File: config.mk
export PLATFORM = sky130hd
export DESIGN_NAME = abb_queue
export DESIGN_NICKNAME = d
export VERILOG_FILES = /design/src/hw/rtl/abb_pkg.sv /design/src/hw/rtl/abb_queue.sv
export SDC_FILE = /design/constraint.sdc
export NUM_CORES = 1
export LEC_CHECK = 0
export BUFFER_PORTS_ARGS = -buffer_cell sky130_fd_sc_hd__buf_4
export CORE_MARGIN = 2
export CORE_UTILIZATION = 40
export CTS_CLUSTER_SIZE = 10
export DETAILED_ROUTE_END_ITERATION = 10
export SYNTH_ARGS = -nofsm -noshare
export SYNTH_HDL_FRONTEND = slang
export SYNTH_SLANG_ARGS = --single-unit
export TNS_END_PERCENT = 50
File: constraint.sdc
create_clock -name clk -period 15.4 [get_ports clk]
set_input_delay 3.08 -clock clk [delete_from_list [all_inputs] [get_ports clk]]
set_output_delay 3.08 -clock clk [all_outputs]
set_load 0.1 [all_outputs]
File: src/hw/rtl/abb_pkg.sv
// Shared types, widths and helper functions for the arc bounding box block.
// Depends on nothing; every other file of the block imports it.
`default_nettype none

package abb_pkg;

  localparam int COORD_BITS = 32;
  localparam int DW         = COORD_BITS + 1;       // coordinate difference
  localparam int PW         = 2 * DW;               // signed product
  localparam int SUMW       = 2 * COORD_BITS + 1;   // sum of two squares
  localparam int ROOTW      = COORD_BITS + 1;       // integer square root bits
  localparam int REMW       = 2 * COORD_BITS + 3;   // root remainder / trial
  localparam int RW         = COORD_BITS + 2;       // rounded radius
  localparam int EW         = COORD_BITS + 3;       // center +- radius
  localparam int QDEPTH     = 4;
  localparam int QPW        = $clog2(QDEPTH);

  localparam logic signed [COORD_BITS-1:0] CMAX = {1'b0, {(COORD_BITS-1){1'b1}}};
  localparam logic signed [COORD_BITS-1:0] CMIN = {1'b1, {(COORD_BITS-1){1'b0}}};

  typedef logic signed [COORD_BITS-1:0] coord_t;
  typedef logic signed [DW-1:0]         diff_t;

  typedef enum logic [1:0] {
    PLANE_XY    = 2'd0,
    PLANE_YZ    = 2'd1,
    PLANE_XZ    = 2'd2,
    PLANE_OTHER = 2'd3
  } plane_t;

  // Classified arc, front to back through the queue.
  typedef struct packed {
    diff_t  sx;
    diff_t  sy;
    diff_t  ex;
    diff_t  ey;
    coord_t cf;
    coord_t cs;
    coord_t fmin;
    coord_t fmax;
    coord_t smin;
    coord_t smax;
    coord_t amin;
    coord_t amax;
    logic   arc_en;
    logic   cw;
    logic   multi;
  } item_t;

  // Box payload carried along the radius pipeline.
  typedef struct packed {
    coord_t     cf;
    coord_t     cs;
    coord_t     fmin;
    coord_t     fmax;
    coord_t     smin;
    coord_t     smax;
    coord_t     amin;
    coord_t     amax;
    logic [3:0] incl;
  } bnd_t;

  function automatic logic signed [2:0] sgn3(input logic neg, input logic nz);
    logic signed [2:0] s;
    s = neg ? -3'sd1 : (nz ? 3'sd1 : 3'sd0);
    return s;
  endfunction

  // Is cardinal direction k inside the swept arc (non-full case)?
  // Signs are of the unflipped vectors; he is the half of the end direction.
  function automatic logic card_in(input logic [1:0] k, input logic cw,
                                   input logic signed [2:0] gsx,
                                   input logic signed [2:0] gsy,
                                   input logic signed [2:0] gex,
                                   input logic signed [2:0] gey,
                                   input logic he);
    logic signed [2:0] ux;
    logic signed [2:0] uy;
    logic signed [2:0] sy2;
    logic signed [2:0] ey2;
    logic signed [3:0] c;
    logic signed [3:0] d;
    logic signed [3:0] x;
    logic              hu;
    logic              res;
    case (k)
      2'd0: begin ux = 3'sd1;  uy = 3'sd0;  end
      2'd1: begin ux = 3'sd0;  uy = 3'sd1;  end
      2'd2: begin ux = -3'sd1; uy = 3'sd0;  end
      default: begin ux = 3'sd0; uy = -3'sd1; end
    endcase
    if (cw) uy = -uy;
    sy2 = cw ? -gsy : gsy;
    ey2 = cw ? -gey : gey;
    c = 4'(uy * gsx) - 4'(ux * sy2);
    d = 4'(ux * gsx) + 4'(uy * sy2);
    if (c > 0)      hu = 1'b0;
    else if (c < 0) hu = 1'b1;
    else            hu = (d > 0) ? 1'b0 : 1'b1;
    x = 4'(ux * ey2) - 4'(uy * gex);
    if (hu != he) res = !hu && he;
    else          res = (x >= 0);
    return res;
  endfunction

  function automatic coord_t sat_coord(input logic signed [EW-1:0] v);
    coord_t r;
    if (v > EW'(CMAX))      r = CMAX;
    else if (v < EW'(CMIN)) r = CMIN;
    else                    r = v[COORD_BITS-1:0];
    return r;
  endfunction

endpackage

`default_nettype wire

File: src/hw/rtl/abb_queue.sv
// Short register queue between the front end and the radius pipeline.
// Depends on abb_pkg.
`default_nettype none

module abb_queue
  import abb_pkg::*;
(
  input  wire logic  clk,
  input  wire logic  rst,
  input  wire logic  push,
  input  item_t      push_item,
  input  wire logic  pop,
  output logic       full,
  output logic       empty,
  output item_t      head
);

  item_t          mem [QDEPTH];
  logic [QPW-1:0] wptr, rptr;
  logic [QPW:0]   cnt;

  assign full  = (cnt == (QPW+1)'(QDEPTH));
  assign empty = (cnt == '0);
  assign head  = mem[rptr];

  always_ff @(posedge clk) begin
    if (rst) begin
      wptr <= '0;
      rptr <= '0;
      cnt  <= '0;
    end else begin
      if (push) wptr <= wptr + 1'b1;
      if (pop)  rptr <= rptr + 1'b1;
      case ({push, pop})
        2'b10:   cnt <= cnt + 1'b1;
        2'b01:   cnt <= cnt - 1'b1;
        default: cnt <= cnt;
      endcase
    end
    if (push) mem[wptr] <= push_item;
  end

  a_cnt_bound: assert property (@(posedge clk) disable iff (rst)
    cnt <= (QPW+1)'(QDEPTH)) else $error("queue count above depth");
  a_cnt_up: assert property (@(posedge clk) disable iff (rst)
    (push && !pop) |=> cnt == $past(cnt) + 1'b1) else $error("queue count lost a push");
  a_cnt_down: assert property (@(posedge clk) disable iff (rst)
    (pop && !push) |=> cnt == $past(cnt) - 1'b1) else $error("queue count lost a pop");
  a_ptr_gap: assert property (@(posedge clk) disable iff (rst)
    cnt[QPW-1:0] == QPW'(wptr - rptr)) else $error("queue pointers disagree with count");

endmodule

`default_nettype wire

-- Word level (Yosys, flattened, before mapping)
Memories as Yosys holds them, arrays and structs flattened. A register that Yosys moved wholly into a read port is not among the register bits.
Index checks and enable logic that the tools add are counted.
- bits in registers: 7
- memory bits (writable): 1564
- bits of input ports: 395
- memories kept: 1
- memory list (name ; words ; width ; rd ports ; clocked after memory_dff ; wr ports ; line ; RTL):
    mem ; 4 ; 391 ; 1 ; 1 ; 1 ; abb_queue.sv:18 ; item_t mem [QDEPTH];
- add/sub/neg operators: 4
- eq/ne operators: 3
- mux-type cells: 5
- reduce and logical (&&, ||, !) cells: 2
- operator list (cell ; number):
    3-bit one-hot mux with 2 select lines ; 1
    2-bit by 1-bit adder with 2-bit output (second input constant) ; 2
    2-bit two-way mux ; 2
    3-bit by 1-bit adder with 3-bit output (second input constant) ; 1
    3-bit equality test (second input constant) ; 1
    3-bit zero test ; 1
    3-bit by 1-bit subtractor with 3-bit output (second input constant) ; 1
    2-bit by 1-bit equality test with 1-bit output (second input constant) ; 1
    2-bit equality test (second input constant) ; 1
    1-bit two-way mux ; 2
    2-bit nonzero test ; 1

-- Logic depth before layout (Yosys ltp)
- depth in word-level cells: 3
- depth in mapped cells: 7
- mapped depth without buffers: 7

-- Worst setup path before layout
Ideal clock, no wire load.
- kind: input to register
- start: input port push
- end: memory mem[0][0] (netlist name), enable pin
- setup time: 0.803 ns
- arrival: 11.875 ns
- setup slack: 2.723 ns
- stages: 1
- cell sequence: and2_1
- word-level cells in the longest chain between the ends: 2
- ends and longest elaborated chain (element ; line ; RTL):
    from (decl) ; abb_queue.sv:10 ; input wire logic push,
    1-bit two-way mux ; abb_queue.sv:40 ; if (push) mem[wptr] <= push_item;
    1-bit two-way mux (not written as such) ; abb_queue.sv:40 ;
    to (decl) ; abb_queue.sv:18 ;
Every way passes these cells.

==> results.py <==
metrics = {
    "synth": {
        "synth_cell_types": 21,
        "yosysTopAreaCell": "edfxtp_1",
        "synth_common_cells": "edfxtp_1, mux4_2, buf_12, buf_2, dfxtp_1",
        "synth-edff-count": 1564,
        "ys_warn_count": 0,
        "yosysTopAreaCellShare_pct": 81.97,
        "seq_area_frac_synth_pct": 82.28,
        "ys_ff_latch": 1573,
        "synth_most_common_cell": "edfxtp_1",
        "ys_async_sr_fraction_pct": 0,
        "synth_area_um2": 57300,
        "synth_area_per_cell_um2": 27.41,
        "synth_cells": 2090,
        "synth_ff_type": "edfxtp_1",
        "synthTopCellsByArea": "edfxtp_1, mux4_2, buf_12",
        "syn_nets": 2491,
    },
    "finish": {
        "fin_nets": 3392,
        "drive_gt1_share_pct": 46.19,
        "final_area_um2": 69590,
        "final_cells": 4932,
        "area_growth_syn_to_layout_pct": 21.45,
    },
    "place": {
        "place_area_um2": 64780,
        "dpl.hpwl_um": 77930,
        "portBuffers": 787,
        "gp_congestion": 0.7544,
        "dp_cells": 4703,
    },
    "timing": {
        "layout_min_cycle_time_ns": 7.785,
        "slew_violations": 0,
        "max_freq_mhz": 128.5,
        "rsz0062_at_grt": "no",
        "fin_skew_ns": 0.01968,
        "fin_crit_sh_pct": 50.55,
        "timing.hold.ws_ns": 0.5505,
        "relSlewSlack_pct": 20.65,
        "setup_viol": 0,
        "fin_tns_setup_ns": 0,
        "worst_slew_pin_slew_ns": 1.190,
        "hold_viol_final": 0,
    },
    "power": {
        "p_clk_share_pct": 33.6,
        "p_seq_share_pct": 46.5,
        "total_power_mw": 10.71,
        "ir_worst_vdd_v": 0.0001186,
        "combPwrFrac_pct": 19.9,
        "cellLeakagePower_nw": 22.98,
        "internal_power_mw": 7.525,
        "netSwitchingFraction_pct": 29.74,
        "power_density_nw_per_um2": 153.9,
        "p_switching_mw": 3.185,
    },
    "hold_path": {
        "min_path_type": "flip-flop to flip-flop",
    },
    "die": {
        "die_area_um2": 146300,
        "row_count": 138,
        "pin_count": 788,
        "initial_utilization_pct": 40.37,
        "core_um2": 141900,
        "die_h_um": 382.5,
        "dieWidth_um": 382.5,
    },
    "setup_path": {
        "path_max_fanout": 116,
        "crit_chain": "buf_12 -> buf_4 -> mux4_2 -> buf_4",
        "worstPathRequired_ns": 12.32,
        "critPathLaunchType": "flip-flop",
        "cp_top_family": "buffers and inverters",
        "worst-path-buf-inv": 3,
        "crit_path_frequent_cell": "buf_4",
        "cp-end-kind": "primary output",
        "crit_type": "flip-flop to primary output",
        "critPathArrivalTime_ns": 4.70,
        "cp_slowest_cell": "dfxtp_4",
        "slowest_delay_ns": 1.02,
    },
    "route": {
        "final_antenna_net_count": 0,
        "drt-initial-drc-count": 1599,
        "wl_per_cell_um": 25.40,
        "vias": 25520,
        "drcViolationCount": 0,
        "wirelength_um": 125300,
        "firstDrtPassIters": 5,
        "vias_per_cell": 5.175,
    },
    "status": {
        "outcome": "complete, no violations",
    },
    "clocking": {
        "clock_path_buffers": 3,
        "cts_resized": 0,
        "clkTransAtPathRegs_ns": 0.05,
        "cts_tree": "built",
        "clock_latency_ns": 0.77,
        "numCtsBuffers": 176,
        "h-tree-depth": 4,
        "cts_setup_buffers": 0,
        "cts_hold_buffers": 0,
        "cts_root_buffer": "clkbuf_16",
        "cts_num_sinks": 1573,
    },
    "global_route": {
        "grt_use_total_pct": 16.94,
        "grt_max_degree": 149,
        "grt-ovfl-total": 0,
        "grt_pass1_wl_um": 182900,
        "antenna_found_initial": 30,
        "grt_pass1_vias": 27560,
    },
    "run": {
        "drv_cap": 0,
    },
}
## path summary, 6_finish.rpt
check             startpoint     endpoint  slack [ns]  depth (start not counted)
hold / removal       wptr[1]      wptr[1]        0.55                          2
setup reg to reg     wptr[0]  mem[2][179]       10.82                          6
hold reg to reg      wptr[1]      wptr[1]        0.55                          2
setup / recovery   flip-flop    head[183]        7.62                          4
## power by group through the flow
stage | Sequential (mW) | Combinational [mW] | Clock [mW]
global route | 5.00 | 2.19 | 3.87
CTS | 4.99 | 2.15 | 3.70
floorplan | 5.12 | 1.67 | 0
detailed placement | 5.07 | 2.15 | 0
finish | 4.98 | 2.13 | 3.60
global placement | 5.06 | 2.13 | 0
## final cells by class
type	instances	area [um2]
clock buffers	206	4623
inverters	6	22.52
fillers	11270	72340
well taps	1890	2365
diodes	11	27.53
repair buffers	812	6196
multi-input cells	422	9044
flip-flops and latches	1573	47150
clock inverters	12	156.4
## metal layers
metal  share of wire, %  global-route usage (%)  vias up
met5               0.21                       0        -
met4                2.5                   5.432       40
met2                 50                   27.50      870
li1                   -                       -    10860
met1                 37                   20.40    13550
met3                 10                   7.306      202
## sequential cells by signal (all words and copies together) (netlist names), named ones only
| signal | flops |
|---|---|
| wptr | 2 |
| rptr | 2 |
| mem | 1564 |
| cnt | 3 |
## worst reg2reg max path, cell delays in order, from the launching register on
cell     delay, ns
dfxtp_1       0.35
inv_1         0.10
ha_1          0.16
and2_4        0.75
buf_4         0.93
buf_4         0.98
buf_4         0.86
## kinds of logic after synthesis
kind of cell               count (synthesis)  share of synthesized area, %
AOI/OAI and AO/OA                          3                       0.02620
xor gates and xnor gates                   5                       0.07644
adders and majority gates                  6                        0.1441
buffers and inverters                     95                         1.950
DFF                                     1573                         82.28
muxes                                    392                         15.39
and+or+nand+nor                           16                        0.1332
## per-stage QoR
| stage | util, % | setup slack, ns |
|---|---|---|
| 3_5_place_dp | 45.64 | 8.141 |
| 2_1_floorplan | - | 2.723 |
| 6_report | 49.03 | 7.615 |
| 4_1_cts | 49.01 | 7.385 |
| 3_3_place_gp | 45.64 | 8.129 |
| 5_1_grt | 49.02 | 7.119 |
## cells in the final DEF, fill, tap and decap left out, drive strengths merged, types with 5 or more instances in the layout
cell / n
buf: 812
clkbuf: 206
clkinv: 5
dfxtp: 9
diode: 11
edfxtp: 1564
ha: 5
inv: 13
mux4: 391
nor2: 8
Note: power is estimated with default switching activity, not from simulation.
