==> config.mk <==
export PLATFORM = sky130hd
export DESIGN_NAME = abb_front
export DESIGN_NICKNAME = d
export VERILOG_FILES = /design/src/hw/rtl/abb_pkg.sv /design/src/hw/rtl/abb_front.sv
export SDC_FILE = /design/constraint.sdc
export NUM_CORES = 1
export LEC_CHECK = 0
export BUFFER_PORTS_ARGS = -buffer_cell sky130_fd_sc_hd__buf_2
export CORE_AREA = 5 5 255 257
export DETAILED_ROUTE_END_ITERATION = 7
export DIE_AREA = 0 0 260 262
export GPL_TIMING_DRIVEN = 0
export PLACE_DENSITY = 0.65
export SYNTH_ARGS = -nofsm -noshare
export SYNTH_HDL_FRONTEND = slang
export SYNTH_SLANG_ARGS = --single-unit
==> constraint.sdc <==
create_clock -name clk -period 13 [get_ports clk]
set_clock_uncertainty 0.2 [all_clocks]
set_input_delay 1.3 -clock clk [delete_from_list [all_inputs] [get_ports clk]]
set_output_delay 1.3 -clock clk [all_outputs]
set_load 0.1 [all_outputs]
==> src/hw/rtl/abb_pkg.sv <==
// Shared types, widths and helper functions for the arc bounding box block.
// Depends on nothing; every other file of the block imports it.
`default_nettype none

package abb_pkg;

  localparam int COORD_BITS = 32;
  localparam int DW         = COORD_BITS + 1;       // coordinate difference
  localparam int PW         = 2 * DW;               // signed product
  localparam int SUMW       = 2 * COORD_BITS + 1;   // sum of two squares
  localparam int ROOTW      = COORD_BITS + 1;       // integer square root bits
  localparam int REMW       = 2 * COORD_BITS + 3;   // root remainder / trial
  localparam int RW         = COORD_BITS + 2;       // rounded radius
  localparam int EW         = COORD_BITS + 3;       // center +- radius
  localparam int QDEPTH     = 4;
  localparam int QPW        = $clog2(QDEPTH);

  localparam logic signed [COORD_BITS-1:0] CMAX = {1'b0, {(COORD_BITS-1){1'b1}}};
  localparam logic signed [COORD_BITS-1:0] CMIN = {1'b1, {(COORD_BITS-1){1'b0}}};

  typedef logic signed [COORD_BITS-1:0] coord_t;
  typedef logic signed [DW-1:0]         diff_t;

  typedef enum logic [1:0] {
    PLANE_XY    = 2'd0,
    PLANE_YZ    = 2'd1,
    PLANE_XZ    = 2'd2,
    PLANE_OTHER = 2'd3
  } plane_t;

  // Classified arc, front to back through the queue.
  typedef struct packed {
    diff_t  sx;
    diff_t  sy;
    diff_t  ex;
    diff_t  ey;
    coord_t cf;
    coord_t cs;
    coord_t fmin;
    coord_t fmax;
    coord_t smin;
    coord_t smax;
    coord_t amin;
    coord_t amax;
    logic   arc_en;
    logic   cw;
    logic   multi;
  } item_t;

  // Box payload carried along the radius pipeline.
  typedef struct packed {
    coord_t     cf;
    coord_t     cs;
    coord_t     fmin;
    coord_t     fmax;
    coord_t     smin;
    coord_t     smax;
    coord_t     amin;
    coord_t     amax;
    logic [3:0] incl;
  } bnd_t;

  function automatic logic signed [2:0] sgn3(input logic neg, input logic nz);
    logic signed [2:0] s;
    s = neg ? -3'sd1 : (nz ? 3'sd1 : 3'sd0);
    return s;
  endfunction

  // Is cardinal direction k inside the swept arc (non-full case)?
  // Signs are of the unflipped vectors; he is the half of the end direction.
  function automatic logic card_in(input logic [1:0] k, input logic cw,
                                   input logic signed [2:0] gsx,
                                   input logic signed [2:0] gsy,
                                   input logic signed [2:0] gex,
                                   input logic signed [2:0] gey,
                                   input logic he);
    logic signed [2:0] ux;
    logic signed [2:0] uy;
    logic signed [2:0] sy2;
    logic signed [2:0] ey2;
    logic signed [3:0] c;
    logic signed [3:0] d;
    logic signed [3:0] x;
    logic              hu;
    logic              res;
    case (k)
      2'd0: begin ux = 3'sd1;  uy = 3'sd0;  end
      2'd1: begin ux = 3'sd0;  uy = 3'sd1;  end
      2'd2: begin ux = -3'sd1; uy = 3'sd0;  end
      default: begin ux = 3'sd0; uy = -3'sd1; end
    endcase
    if (cw) uy = -uy;
    sy2 = cw ? -gsy : gsy;
    ey2 = cw ? -gey : gey;
    c = 4'(uy * gsx) - 4'(ux * sy2);
    d = 4'(ux * gsx) + 4'(uy * sy2);
    if (c > 0)      hu = 1'b0;
    else if (c < 0) hu = 1'b1;
    else            hu = (d > 0) ? 1'b0 : 1'b1;
    x = 4'(ux * ey2) - 4'(uy * gex);
    if (hu != he) res = !hu && he;
    else          res = (x >= 0);
    return res;
  endfunction

  function automatic coord_t sat_coord(input logic signed [EW-1:0] v);
    coord_t r;
    if (v > EW'(CMAX))      r = CMAX;
    else if (v < EW'(CMIN)) r = CMIN;
    else                    r = v[COORD_BITS-1:0];
    return r;
  endfunction

endpackage

`default_nettype wire

==> src/hw/rtl/abb_front.sv <==
// Front end: input register and arc classification.
// Depends on abb_pkg.
`default_nettype none

module abb_front
  import abb_pkg::*;
(
  input  wire logic                  clk,
  input  wire logic                  rst,
  input  wire logic                  in_valid,
  output logic                       in_stall,
  input  wire logic [COORD_BITS-1:0] start_u,
  input  wire logic [COORD_BITS-1:0] start_v,
  input  wire logic [COORD_BITS-1:0] start_axis,
  input  wire logic [COORD_BITS-1:0] end_u,
  input  wire logic [COORD_BITS-1:0] end_v,
  input  wire logic [COORD_BITS-1:0] end_axis,
  input  wire logic [COORD_BITS-1:0] center_first,
  input  wire logic [COORD_BITS-1:0] center_second,
  input  wire logic [8:0]            turns,
  input  wire logic [1:0]            plane_kind,
  input  wire logic                  q_full,
  output logic                       push,
  output item_t                      push_item
);

  logic   f_valid;
  coord_t sf, ss, sa, ef, es, ea, cf, cs;
  logic signed [8:0] tr;
  plane_t pk;
  diff_t  ex_raw, ey_raw;

  assign in_stall = f_valid && q_full;
  assign push     = f_valid && !q_full;

  always_ff @(posedge clk) begin
    if (rst) begin
      f_valid <= 1'b0;
    end else if (!in_stall) begin
      f_valid <= in_valid;
    end
    if (!in_stall && in_valid) begin
      sf <= start_u;
      ss <= start_v;
      sa <= start_axis;
      ef <= end_u;
      es <= end_v;
      ea <= end_axis;
      cf <= center_first;
      cs <= center_second;
      tr <= turns;
      pk <= plane_t'(plane_kind);
    end
  end

  always_comb begin
    push_item.sx = {sf[COORD_BITS-1], sf} - {cf[COORD_BITS-1], cf};
    push_item.sy = {ss[COORD_BITS-1], ss} - {cs[COORD_BITS-1], cs};
    ex_raw       = {ef[COORD_BITS-1], ef} - {cf[COORD_BITS-1], cf};
    ey_raw       = {es[COORD_BITS-1], es} - {cs[COORD_BITS-1], cs};
    // End at the center: take the end direction as +first axis.
    push_item.ex = (ex_raw == '0 && ey_raw == '0) ? DW'(1) : ex_raw;
    push_item.ey = ey_raw;
    push_item.cf = cf;
    push_item.cs = cs;
    push_item.fmin = (sf < ef) ? sf : ef;
    push_item.fmax = (sf < ef) ? ef : sf;
    push_item.smin = (ss < es) ? ss : es;
    push_item.smax = (ss < es) ? es : ss;
    push_item.amin = (sa < ea) ? sa : ea;
    push_item.amax = (sa < ea) ? ea : sa;
    push_item.arc_en = (pk != PLANE_OTHER) &&
                       (push_item.sx != '0 || push_item.sy != '0);
    push_item.cw    = tr[8];
    push_item.multi = (tr >= 9'sd2) || (tr <= -9'sd2);
  end

endmodule

`default_nettype wire

Yosys cells after proc, flatten, opt, wreduce, memory -nomap -nowiden
Cells that the tools add are included.
{ "op_classes": {"mux": 7, "n_reduce_logical": 13, "n_eq_ne": 1, "n_addsub": 4, "magnitude_cmp": 5} }
{ "op_table": {"columns": ["operator", "count"], "rows": [
  ["$mux W32", 6],
  ["$sub A32 B32 Y33", 4],
  ["$lt A32 B32 Y1", 3],
  ["$logic_not A33 Y1", 2],
  ["$reduce_bool A33 Y1", 2],
  ["$mux W33", 1],
  ["$ge A9 B3 Y1 const B", 1],
  ["$le A9 B2 Y1 const B", 1],
  ["$logic_and A1 B1 Y1", 5],
  ["$logic_not A1 Y1", 2],
  ["$logic_or A1 B1 Y1", 2],
  ["$ne A2 B2 Y1 const B", 1]
]} }
{ "totals": {"reg_bits": 268, "inputBits": 271} }

Longest topological paths before layout
{ "logic_depth": {"ltp_word": 4, "mapped_depth": 15} }

Worst setup path before layout
Ideal clock, no wire load.
{ "synth_timing": {"kind": "input to register", "startpoint": "input q_full", "endpoint": "register cf[0], enable pin", "required_ps": 11875, "stages": 2, "n_path_buf": 0, "setup_slack_ps": -1720, "arrival_time_ps": 13594, "cell_sequence": "and2_1 -> nor2b_1"} }
{ "synth_via": {"elab_chain_len": 3} }
{ "synth_lines": {"columns": ["item", "line", "rtl"], "rows": [
  ["from (decl)", "abb_front.sv:22", "input wire logic q_full,"],
  ["$logic_and A1 B1 Y1", "abb_front.sv:33", "assign in_stall = f_valid && q_full;"],
  ["$logic_not A1 Y1", "abb_front.sv:42", "if (!in_stall && in_valid) begin"],
  ["$logic_and A1 B1 Y1", "abb_front.sv:42", null],
  ["to (signal assigned)", "abb_front.sv:49", "cf <= center_first;"],
  ["to (decl)", "abb_front.sv:28", "coord_t sf, ss, sa, ef, es, ea, cf, cs;"]
]} }
Every way passes these cells.
A chain may end at the register's enable or synchronous reset.

==> results by group <==
Clock tree
  – CTS buffer count: 31
  – Reg clk slew, reported paths: approximately 0.070 ns
  – Clock Sinks: 268
  – Hold-fix buffers, CTS: 0
  – CTS Root Cell: clkbuf_16
  – CTS tree: built
  – Max Root-Sink Buffers: 3
  – Post_cts resized: 0
  – Post-CTS Setup Bufs: 0
  – Clock latency on the worst-skew pair: 0.61 ns
  – H-tree levels: 1

Cells and area
  – Finished Layout Cells: 3546
  – Finished Core Util: 41.5%
  – Design Area, Final: 25900 um^2
  – Commonest cells after routing, fill and taps aside: buf_2, edfxtp_1, ha_1, inv_1, a21oi_1
  – Nets: between 3000 and 4000
  – Area delta synth->final: 27.8%
  – Most common cell after layout, fill and taps aside: buf_2
  – Share of post-route cells with drive strength above 1: between 30 and 40%

Floorplan
  – Area of the die: 68100 um^2
  – Chip height: roughly 260 um
  – # rows: 92
  – Initial core utilization: 32.5%
  – I/O Pins: 664
  – DIE WIDTH: 260 um
  – Core area: around 63000 um^2

Timing
  – Final min period: 7.46 ns
  – Final Hold Fails: 0
  – Max-Slew Margin vs Limit: 29.1%
  – RSZ-0062 raised after global routing: no
  – Hold WS: 0.479 ns
  – Setup violators final: 0
  – Actual slew at the worst max-slew pin: about 1.1 ns
  – Final setup margin: 5.54 ns
  – Final Max Slew Viols: 0
  – Fmax achieved: ~130 MHz
  – TNS Setup: 0 ns
  – Final period util: 57.4%

Global route
  – Global route overflow: 0
  – Largest net degree at the start of global routing: 35
  – Vias in the first global route: 17600
  – First-pass GRT wire length: 114 mm
  – Total track usage: 22.3%
  – Initial antenna violation count: 19

Power and ir drop
  – P_int: 2.05 mW
  – Peak supply drop: 0.000160 V
  – Switching Fraction: a little under three fifths
  – Overall power: approximately 4.6 mW
  – Leakage: 11.9 nW
  – Combinational cell fraction of total power: 56.2%
  – Psw: about 2.5 mW
  – Seq pwr share: 23.3%
  – PwrDens: between 150 and 200 nW/um^2
  – Clk network pwr share: 20.5%

Hold path
  – Worst min-delay path startpoint: f_valid
  – Hold Path Depth: 3
  – Hold Path Class: reg -> reg
  – Hold endpoint: f_valid

Yosys
  – Synthesized instance count: 1971
  – Sequential area share after synthesis: 39.6%
  – Post-Syn Nets: 2467
  – Netlist cell types: a little over 90
  – Yosys warning count: 0
  – Synthesized area: 20300 um^2
  – Post-synthesis average cell area: 10.3 um^2
  – Post-synth EDFFs: 267
  – Ys flop type: edfxtp_1
  – Synth async-reset ratio: 0%
  – Seq cells post-synth: around 270

Drt
  – Initial drt markers: about 1200
  – Overall routed net length: 81.2 mm
  – Post-DRT Antenna Nets: 0
  – Via count: roughly 18000
  – Pre-antenna DRT Iters: 5
  – Routed length per instance: 22.9 um
  – # DRC: 0
  – DR vias/cell: 5.10

Setup path
  – CP Launch Type: flip-flop
  – Worst-path fanout max: 3
  – Crit. End Element: output pin
  – Worst R2R Start: f_valid
  – Worst r2r dst: cf[30]
  – Worst EP required: 11.50 ns
  – R2R depth: 6
  – Setup CP Type: reg -> out
  – R2R setup slack: slightly above 10 ns
  – Arr. time, crit path: 5.96 ns

Run
  – Max_cap viols: 0

Placement
  – Hpwl dp: 69.5 mm
  – Routability Congestion: 0.938
  – Place WS: 6.05 ns
  – Port Buffers: about 660
  – Placed cell count: around 3500
  – Placed Area: approximately 25000 um^2

Outcome
  – Outcome: finished clean
[Yosys cell counts, types with 8 or more instances]
cell type	n	area, um^2
a211oi_1	13	97.6
a21o_1	63	473
a21oi_1	150	751
a31oi_1	19	119
and3_1	14	87.6
buf_2	20	100
clkbuf_1	26	97.6
edfxtp_1	267	8020
ha_1	221	2770
inv_1	196	736
mux2_1	45	507
mux2_2	138	1550
mux2i_1	10	100
nand2_1	105	394
nand2b_1	29	181
nand3_1	30	150
nand4_1	42	263
nor2_1	121	454
nor2b_1	20	125
nor3_1	39	195
nor4_1	12	75.1
o211ai_1	24	180
o21a_1	17	128
o21ai_0	74	370
o21ai_1	20	100
o21bai_1	11	82.6
o31ai_1	8	60.1
xnor2_1	66	578
xor2_1	41	359
[logic make-up after synthesis]
logic type | synth area share [%]
compound gates | 14.8
xor+xnor | 4.62
fa+ha+maj | 14.0
buf+inv | 4.83
flops | 39.6
mux | 10.7
simple gates | 11.4
[critical path, cell delays in order (launching register included)]
cell	delay (ns)
edfxtp_1	0.45
ha_1	0.30
fa_1	0.46
xnor2_1	0.28
nor3_1	0.70
o21ai_0	0.40
nor3_1	0.38
nor4bb_1	0.27
nand4_1	0.22
nor4_1	0.54
and4b_2	0.32
nand4_1	0.14
o41ai_2	0.39
buf_2	0.49
[state kept, by name (all words and copies together), names as in the netlist, 9 cells and up]
signal / count
cf: 32
cs: 32
ea: 32
ef: 32
es: 32
sa: 32
sf: 32
ss: 32
tr: 9
[per-layer routing]
metal	global-route usage (%)	wire length, um
met1	27.4	32900
met2	40.0	40000
met3	5.47	6430
met4	4.40	1830
met5	0	24
[how the worst max path moves through the flow]
stage,startpoint,endpoint,slack [ns],cells past startpoint
finish,cs[0],push_item[292],5.54,13
global route,cs[0],push_item[2],5.16,14
CTS,cs[0],push_item[2],5.36,14
detailed placement,cs[0],push_item[2],6.05,14
global placement,q_full,cf[30],0.62,3
floorplan,q_full,cf[0],3.41,2
[power groups by stage]
stage	combinational, mW	sequential [mW]	clock, mW
after floorplan	1.98	1.15	0
after global placement	2.57	1.10	0
after detailed placement	2.59	1.09	0
after CTS	2.59	1.07	0.967
after global routing	2.69	1.07	1.01
final	2.58	1.07	0.943
[cell type report]
cell class	instances	area [um^2]
Antenna cell	2	5.00
Buffer	51	241
Clock inverter	20	287
Multi-Input combinational cell	1455	11300
Sequential cell	268	8040
Tap cell	846	1060
Fill cell	6246	36600
Inverter	197	739
Timing Repair Buffer	671	3490
Clock buffer	36	795
(Power assumes the default switching activity.)
